<file path="src/rtl/bma_pkg.sv">
// Package with the shared types, codes and sizes of the buddy allocator.
`timescale 1ns / 1ps
package bma_pkg;

    localparam int MEM_BYTES  = 1024;
    localparam int MIN_BLOCK  = 1;
    localparam int NODE_COUNT = 2 * (MEM_BYTES / MIN_BLOCK) - 1;
    localparam int IDX_W      = $clog2(NODE_COUNT);
    localparam int SZ_W       = $clog2(MEM_BYTES) + 1;
    localparam int INFO_W     = 27;

    typedef enum logic [1:0] {
        ST_UNUSED = 2'd0,
        ST_FREE   = 2'd1,
        ST_ALLOC  = 2'd2,
        ST_SPLIT  = 2'd3
    } node_st_t;

    localparam logic CMD_ALLOC = 1'b0;
    localparam logic CMD_FREE  = 1'b1;

    localparam logic [1:0] RES_OK      = 2'd0;
    localparam logic [1:0] RES_MISS    = 2'd1;
    localparam logic [1:0] RES_INVALID = 2'd2;

    typedef struct packed {
        logic        command;
        logic [10:0] request_size;
        logic [15:0] owner_id;
    } in_word_t;

    typedef struct packed {
        logic [1:0]  status;
        logic [9:0]  block_start;
        logic [10:0] block_size;
        logic [10:0] freed_request_size;
    } out_word_t;

    typedef enum logic [4:0] {
        OP_NONE,
        OP_CLEAR,
        OP_LOAD,
        OP_LEAF_INIT,
        OP_DESCEND,
        OP_ADVANCE,
        OP_SPLIT_A,
        OP_SPLIT_B,
        OP_ALLOC,
        OP_FREE_MARK,
        OP_SIB_READ,
        OP_MERGE_A,
        OP_MERGE_B,
        OP_MERGE_C,
        OP_DONE_FREE,
        OP_FAIL,
        OP_INVALID
    } op_t;

    typedef enum logic [4:0] {
        S_CLEAR,
        S_IDLE,
        S_LEAF_INIT,
        S_LEAF_RD,
        S_LEAF_CHK,
        S_ADVANCE,
        S_SPLIT_CHK,
        S_SPLIT_A,
        S_SPLIT_B,
        S_ALLOC,
        S_FREE_MARK,
        S_MRG_TOP,
        S_SIB_RD,
        S_SIB_CHK,
        S_MERGE_A,
        S_MERGE_B,
        S_MERGE_C,
        S_DONE_FREE,
        S_FAIL,
        S_INVALID
    } state_t;

    typedef struct packed {
        logic clr_done;
        logic invalid;
        logic is_free_cmd;
        logic descend;
        logic fit;
        logic hit;
        logic adv_end;
        logic split_more;
        logic at_root;
        logic sib_free;
    } dp_status_t;

endpackage

</file>
<file path="src/rtl/bma_ctrl.sv">
// Controller state machine that sequences the tree walk, split and merge steps.
`timescale 1ns / 1ps
module bma_ctrl
    import bma_pkg::*;
(
    input  logic       clk,
    input  logic       rst_n,
    input  logic       start,
    input  dp_status_t stat,
    output op_t        op,
    output logic       busy
);

    state_t state_reg;
    state_t state_next;

    always_ff @(posedge clk or negedge rst_n)
    begin
        if (!rst_n)
        begin
            state_reg <= S_CLEAR;
        end
        else
        begin
            state_reg <= state_next;
        end
    end

    always_comb
    begin
        state_next = state_reg;
        case (state_reg)
            S_CLEAR:     state_next = stat.clr_done ? S_IDLE : S_CLEAR;
            S_IDLE:
            begin
                if (start)
                begin
                    state_next = stat.invalid ? S_INVALID : S_LEAF_INIT;
                end
            end
            S_LEAF_INIT: state_next = S_LEAF_RD;
            S_LEAF_RD:   state_next = S_LEAF_CHK;
            S_LEAF_CHK:
            begin
                if (stat.descend)
                begin
                    state_next = S_LEAF_RD;
                end
                else if (!stat.is_free_cmd && stat.fit)
                begin
                    state_next = S_SPLIT_CHK;
                end
                else if (stat.is_free_cmd && stat.hit)
                begin
                    state_next = S_FREE_MARK;
                end
                else
                begin
                    state_next = S_ADVANCE;
                end
            end
            S_ADVANCE:   state_next = stat.adv_end ? S_FAIL : S_LEAF_INIT;
            S_SPLIT_CHK: state_next = stat.split_more ? S_SPLIT_A : S_ALLOC;
            S_SPLIT_A:   state_next = S_SPLIT_B;
            S_SPLIT_B:   state_next = S_SPLIT_CHK;
            S_FREE_MARK: state_next = S_MRG_TOP;
            S_MRG_TOP:   state_next = stat.at_root ? S_DONE_FREE : S_SIB_RD;
            S_SIB_RD:    state_next = S_SIB_CHK;
            S_SIB_CHK:   state_next = stat.sib_free ? S_MERGE_A : S_DONE_FREE;
            S_MERGE_A:   state_next = S_MERGE_B;
            S_MERGE_B:   state_next = S_MERGE_C;
            S_MERGE_C:   state_next = S_MRG_TOP;
            S_ALLOC,
            S_DONE_FREE,
            S_FAIL,
            S_INVALID:   state_next = S_IDLE;
            default:     state_next = S_IDLE;
        endcase
    end

    always_comb
    begin
        busy = (state_reg != S_IDLE);
        case (state_reg)
            S_CLEAR:     op = OP_CLEAR;
            S_IDLE:      op = start ? OP_LOAD : OP_NONE;
            S_LEAF_INIT: op = OP_LEAF_INIT;
            S_LEAF_CHK:  op = stat.descend ? OP_DESCEND : OP_NONE;
            S_ADVANCE:   op = OP_ADVANCE;
            S_SPLIT_A:   op = OP_SPLIT_A;
            S_SPLIT_B:   op = OP_SPLIT_B;
            S_ALLOC:     op = OP_ALLOC;
            S_FREE_MARK: op = OP_FREE_MARK;
            S_SIB_RD:    op = OP_SIB_READ;
            S_MERGE_A:   op = OP_MERGE_A;
            S_MERGE_B:   op = OP_MERGE_B;
            S_MERGE_C:   op = OP_MERGE_C;
            S_DONE_FREE: op = OP_DONE_FREE;
            S_FAIL:      op = OP_FAIL;
            S_INVALID:   op = OP_INVALID;
            default:     op = OP_NONE;
        endcase
    end

endmodule

</file>
<file path="config.mk">
export PLATFORM = sky130hd
export DESIGN_NAME = bma_ctrl
export DESIGN_NICKNAME = d
export VERILOG_FILES = /design/src/rtl/bma_pkg.sv /design/src/rtl/bma_ctrl.sv
export SDC_FILE = /design/constraint.sdc
export NUM_CORES = 1
export LEC_CHECK = 0
export BUFFER_PORTS_ARGS = -buffer_cell sky130_fd_sc_hd__buf_2
export CORE_MARGIN = 3
export CORE_UTILIZATION = 40
export CTS_BUF_LIST = sky130_fd_sc_hd__clkbuf_4
export DETAILED_ROUTE_END_ITERATION = 8
export SETUP_SLACK_MARGIN = 0.02
export SLEW_MARGIN = 20
export SYNTH_ARGS = -nofsm -noshare
export SYNTH_HDL_FRONTEND = slang
export SYNTH_SLANG_ARGS = --single-unit
export TNS_END_PERCENT = 1
</file>
<file path="constraint.sdc">
create_clock -name clk -period 2.75 [get_ports clk]
set_clock_uncertainty 0.2 [all_clocks]
set_input_delay 0.4125 -clock clk [delete_from_list [all_inputs] [get_ports clk]]
set_output_delay 0.4125 -clock clk [all_outputs]
set_load 0.005 [all_outputs]
</file>
* Word-level counts from Yosys, hierarchy flattened
Cells that the tools add are included.
** Storage, ports and cells
- Register bits :: 5
- Latch bits :: 0
- RAM bits :: 0
- Bits in read-only memories :: 0
- Output and inout bits :: 6
- Memories :: 0
** Cells by class
- $add $sub $neg :: 0
- Multipliers :: 0
- Div/mod/pow operators :: 0
- Magnitude comparators :: 0
- Equality and inequality tests :: 21
- Shift operators :: 0
- Multiplexer cells :: 14
- Bitwise operators :: 0
- Reductions and logical operators :: 5
** Operator list (count)
- one-hot mux 5 bit (16 select lines) :: 1
- one-hot mux 5 bit (15 select lines) :: 1
- == test 5 x 4 -> 1 bit, second input constant :: 8
- 2-to-1 mux 5 bit :: 5
- == test 5 x 3 -> 1 bit, second input constant :: 4
- == test 5 bit, second input constant :: 4
- 2-to-1 mux 4 bit :: 4
- == test 5 x 2 -> 1 bit, second input constant :: 2
- == test 5 x 1 -> 1 bit, second input constant :: 1
- logical NOT 5 bit :: 1
- inequality test 5 x 1 -> 1 bit, second input constant :: 1
- 2-to-1 mux 3 bit :: 1
- logical AND 1 bit :: 2
- 2-to-1 mux 2 bit :: 1
- inequality test 2 bit, second input constant :: 1
- OR reduction 2 bit :: 1
- logical NOT 1 bit :: 1
- 2-to-1 mux 1 bit :: 1

* Longest topological paths before layout
- Depth after elaboration :: 5
- Gate-level depth with buffers :: 5
- Depth with buffers taken out :: 4

* Worst setup path before layout
OpenSTA, ideal clock, no wires.
- Path type :: reg-to-output
- Start :: register state_reg[3]
- End :: output op[1]
- Arrival :: 1.097 ns
- Slack :: 1.040 ns
- Stages on the path, launching flop included :: 5
- Buffers on the path :: 1
- Cell sequence :: dfrtp_1 buf_4 or3b_1 a21boi_0 o21ai_1
** Between the ends
- Cells in the longest elaborated chain, start to end :: 2
- Elaborated cells on any way between the ends :: 17
- Classes of those cells :: eq/ne: 15; mux: 1; reduce/logical: 1
** RTL lines
- from (decl) :: line bma_ctrl.sv:14 : state_t state_reg;
- from (signal assigned) :: line bma_ctrl.sv:25 : state_reg <= state_next;
- == test 5 bit (tied with other cells) :: line bma_ctrl.sv:84 : case (state_reg)
- one-hot mux 5 bit (16 select lines) * :: line bma_ctrl.sv:84
- to (decl) :: line bma_ctrl.sv:10 : output op_t op,
Every way passes the cells marked *; elsewhere a longest branch is shown, timed or not.

* Worst setup path after layout
Same ends and word-level chain as after synthesis.

==> out/qor.csv <==
stage,metric,value,unit
run_status,status,completed,
global_route,grtUsageMet2,28.6,%
setup_path,critPathKind,register to output port,
global_route,grt_use_met1,24.2,%
layout,largest_reg_flops,5,
floorplanning,start_util,45.9,%
synthesis,yosys_warnings,0,
global_route,grt_pass1_wl,2760,µm
global_route,grt_overflow_total,0,
layout,post-route-util,54.6,%
power,internal_power,0.000412,W
setup_path,slowest_stage,dfrtp_1,
timing,maxSlewViolCount,0,
layout,area_delta_synth_final,18.9,%
synthesis,ys_seq_elements,5,
synthesis,netlist_instances,94,
power,p_switching,0.000420,W
global_route,grt_max_degree,20,
route,vias,783,
global_route,grt_pass1_vias,652,
clock_tree,clk_pin_slew,40,ps
setup_path,cp-end-kind,output port,
clock_tree,clock_sinks,5,
synthesis,netlist.area_leader.share,19.3,%
synthesis,avgSynthCellArea,6.91,µm²
setup_path,slowest_delay,590,ps
global_route,grtUsageMet3,3.52,%
power,swShare,50.5,%
clock_tree,numCtsBuffers,3,
floorplanning,rows,13,
synthesis,synth_compound_area_share,36.2,%
synthesis,synth_commonest_cells,"9 x nor2_1, 7 x a21oi_1, 7 x nand2_1",
layout,finalNetCount,125,
power,combPwrFrac,61.6,%
setup_path,cp-start-kind,register,
clock_tree,clk_latency,250,ps
global_route,grt_busiest_layer,met2,
setup_path,path_cells,or3b_1 > a21boi_0 > o21ai_1 > buf_2,
synthesis,synth_xor_area_share,2.70,%
route,route.detailed.drc,0,
clock_tree,ctsResizeCount,0,
synthesis,synth_edf_count,0,
synthesis,synthMuxAreaShare,3.28,%
synthesis,ys.flop_type,dfrtp_1,
synthesis,synth_area_leader_cell,dfrtp_1,
global_route,grt_use_total,18.2,%
timing,tightest_slew,602,ps
setup_path,required,2140,ps
synthesis,synth_cell_type_count,35,
layout,diodes,0,
clock_tree,cts_setup_buffers,0,
place,gp_congestion,0.858,
timing,hold_viol,0,
route,finalWirelength,1720,µm
route,firstDrtPassIters,4,
synthesis,synth_seq_area_share,19.3,%
layout,drive_gt1_share,23.4,%
route,wl_per_cell,13.6,µm
floorplanning,core_area,1420,µm²
synthesis,synth_area_leaders,"dfrtp_1 19%, nand2b_1 5.8%, a21oi_1 5.4%",
flow_run,drv_cap,0,
floorplanning,die-height,46.3,µm
hold_path,hold_path.class,input port to register,
floorplanning,ioPinCount,19,
clock_tree,root_buffer,clkbuf_4,
synthesis,async_flop_share,100,%
global_route,antenna_found_initial,0,
timing,post-route-period-util,81.9,%
power,p_clk_share,11.6,%
power,cellLeakagePower,0.321,nW
synthesis,synthSimpleGateAreaFrac,29.9,%
synthesis,syn_area,649,µm²
place,hpwl,1330,µm
clock_tree,hold_buffers,1,
timing,setup_tns,0,ps
power,cellPowerDensity,1080,nW/µm²
setup_path,critPathArrivalTime,1640,ps
timing,min_period,2250,ps
clock_tree,cts_tree,done,
synthesis,synth_nets,107,
place,io_buffers,18,
power,peakVddDrop,419,µV
timing,relSlewSlack,59.9,%
synthesis,synth_top_family_by_area,compound AO/OA/AOI/OAI gates,
timing,setup_viol,0,
synthesis,synth_most_common_cell,nor2_1,
synthesis,synth_adder_area_share,0,%
timing,rsz0062_at_grt,no,
setup_path,crit_path_max_fanout,13,
power,pwr-share-seq,26.7,%
clock_tree,htreeDepth,1,
floorplanning,die_w,46.3,µm
clock_tree,cts_buffer_depth,2,
route,viasPerCell,6.21,
route,antenna_left,0,
timing,fmax,444,MHz
route,drt_iter0_drc,26,
floorplanning,die-area,2140,µm²
[layer usage]
metal / share of wire [%] / routed length (µm) / vias up
li1: - / - / 383
met1: 49 / 844 / 359
met2: 42 / 728 / 37
met3: 7.2 / 123 / 4
met4: 1.2 / 21 / 0
met5: 0 / 0 / -
[power by group through the flow]
stage | combinational [W] | sequential (W) | clock (W)
final | 0.000513 | 0.000223 | 0.0000969
after global routing | 0.000577 | 0.000236 | 0.000105
after CTS | 0.000515 | 0.000222 | 0.0000992
after detailed placement | 0.000510 | 0.000223 | 0
after global placement | 0.000516 | 0.000225 | 0
after floorplan | 0.000475 | 0.000124 | 0
[final cells by class]
| type | instances | area (µm²) |
|---|---|---|
| inverters | 4 | 15.0 |
| well taps | 15 | 18.8 |
| fillers | 151 | 643 |
| clock buffers | 4 | 30.0 |
| multi-input cells | 77 | 468 |
| flip-flops and latches | 5 | 125 |
| repair buffers | 21 | 115 |
[metrics by stage]
step | hold slack, ps | instance area (µm²) | total power (W) | setup WS (ps) | cells
floorplan | -83.1 | 649 | 0.000598 | 1040 | 94
global placement | 30.3 | 732 | 0.000741 | 769 | 121
detailed placement | 29.9 | 732 | 0.000733 | 769 | 121
CTS | 271 | 772 | 0.000836 | 500 | 126
global route | 293 | 772 | 0.000918 | 364 | 126
finish | 269 | 772 | 0.000833 | 499 | 126
[final timing paths]
check | from | to | slack [ps] | depth (start not counted)
worst min register to register | state_reg[2] | state_reg[4] | 560 | 2
min in group asynchronous | rst_n | state_reg[0] | 300 | 2
worst max-delay path | state_reg[3] | op[1] | 500 | 4
worst min-delay path | stat[4] | state_reg[3] | 270 | 3
worst max register to register | state_reg[1] | state_reg[4] | 910 | 4
max in group asynchronous | rst_n | state_reg[2] | 1920 | 2
[worst max-delay path, delay by kind of cell (launching register included)]
family | cells | cell delay (ps)
simple gates | 1 | 430
compound gates | 2 | 250
flops | 1 | 590
buf+inv | 1 | 130
[cell families (layout without fill, tap and decap cells)]
group	Yosys count	after routing
AO/OA/AOI/OAI	35	35
XOR/XNOR	2	2
buffers and inverters	12	29
flip-flops	5	5
multiplexers	2	2
AND/OR/NAND/NOR	38	38
[cells in the final DEF, fill, tap and decap left out]
| cell type | Yosys | routed |
|---|---|---|
| nand3b_1 | 1 | 1 |
| nor2_1 | 9 | 9 |
| nor3_1 | 4 | 4 |
| and2_1 | 2 | 2 |
| o32ai_1 | 1 | 1 |
| o211ai_1 | 3 | 3 |
| buf_2 | 6 | 18 |
| or3b_1 | 1 | 1 |
| o32a_1 | 1 | 1 |
| clkbuf_4 | 0 | 4 |
| o21ai_0 | 5 | 5 |
| nand2_1 | 7 | 7 |
| o22ai_1 | 1 | 1 |
| a211oi_1 | 2 | 2 |
| o22a_1 | 1 | 1 |
| dlygate4sd3_1 | 0 | 1 |
| a2111oi_2 | 1 | 1 |
| nand3_1 | 3 | 3 |
| a21boi_0 | 1 | 1 |
| o21ai_1 | 2 | 2 |
| o2111ai_1 | 1 | 1 |
| dfrtp_1 | 5 | 5 |
| mux2_2 | 1 | 1 |
| a22oi_1 | 3 | 3 |
| a31oi_1 | 5 | 5 |
| and3_1 | 1 | 1 |
| nand2b_1 | 6 | 6 |
| inv_1 | 4 | 4 |
| nor4_1 | 2 | 2 |
| or2b_1 | 1 | 1 |
| xnor2_1 | 2 | 2 |
| a21oi_1 | 7 | 7 |
| o31a_1 | 1 | 1 |
| or2_1 | 1 | 1 |
| mux2i_1 | 1 | 1 |
| buf_4 | 1 | 2 |
Power figures use the tool's default switching activity.
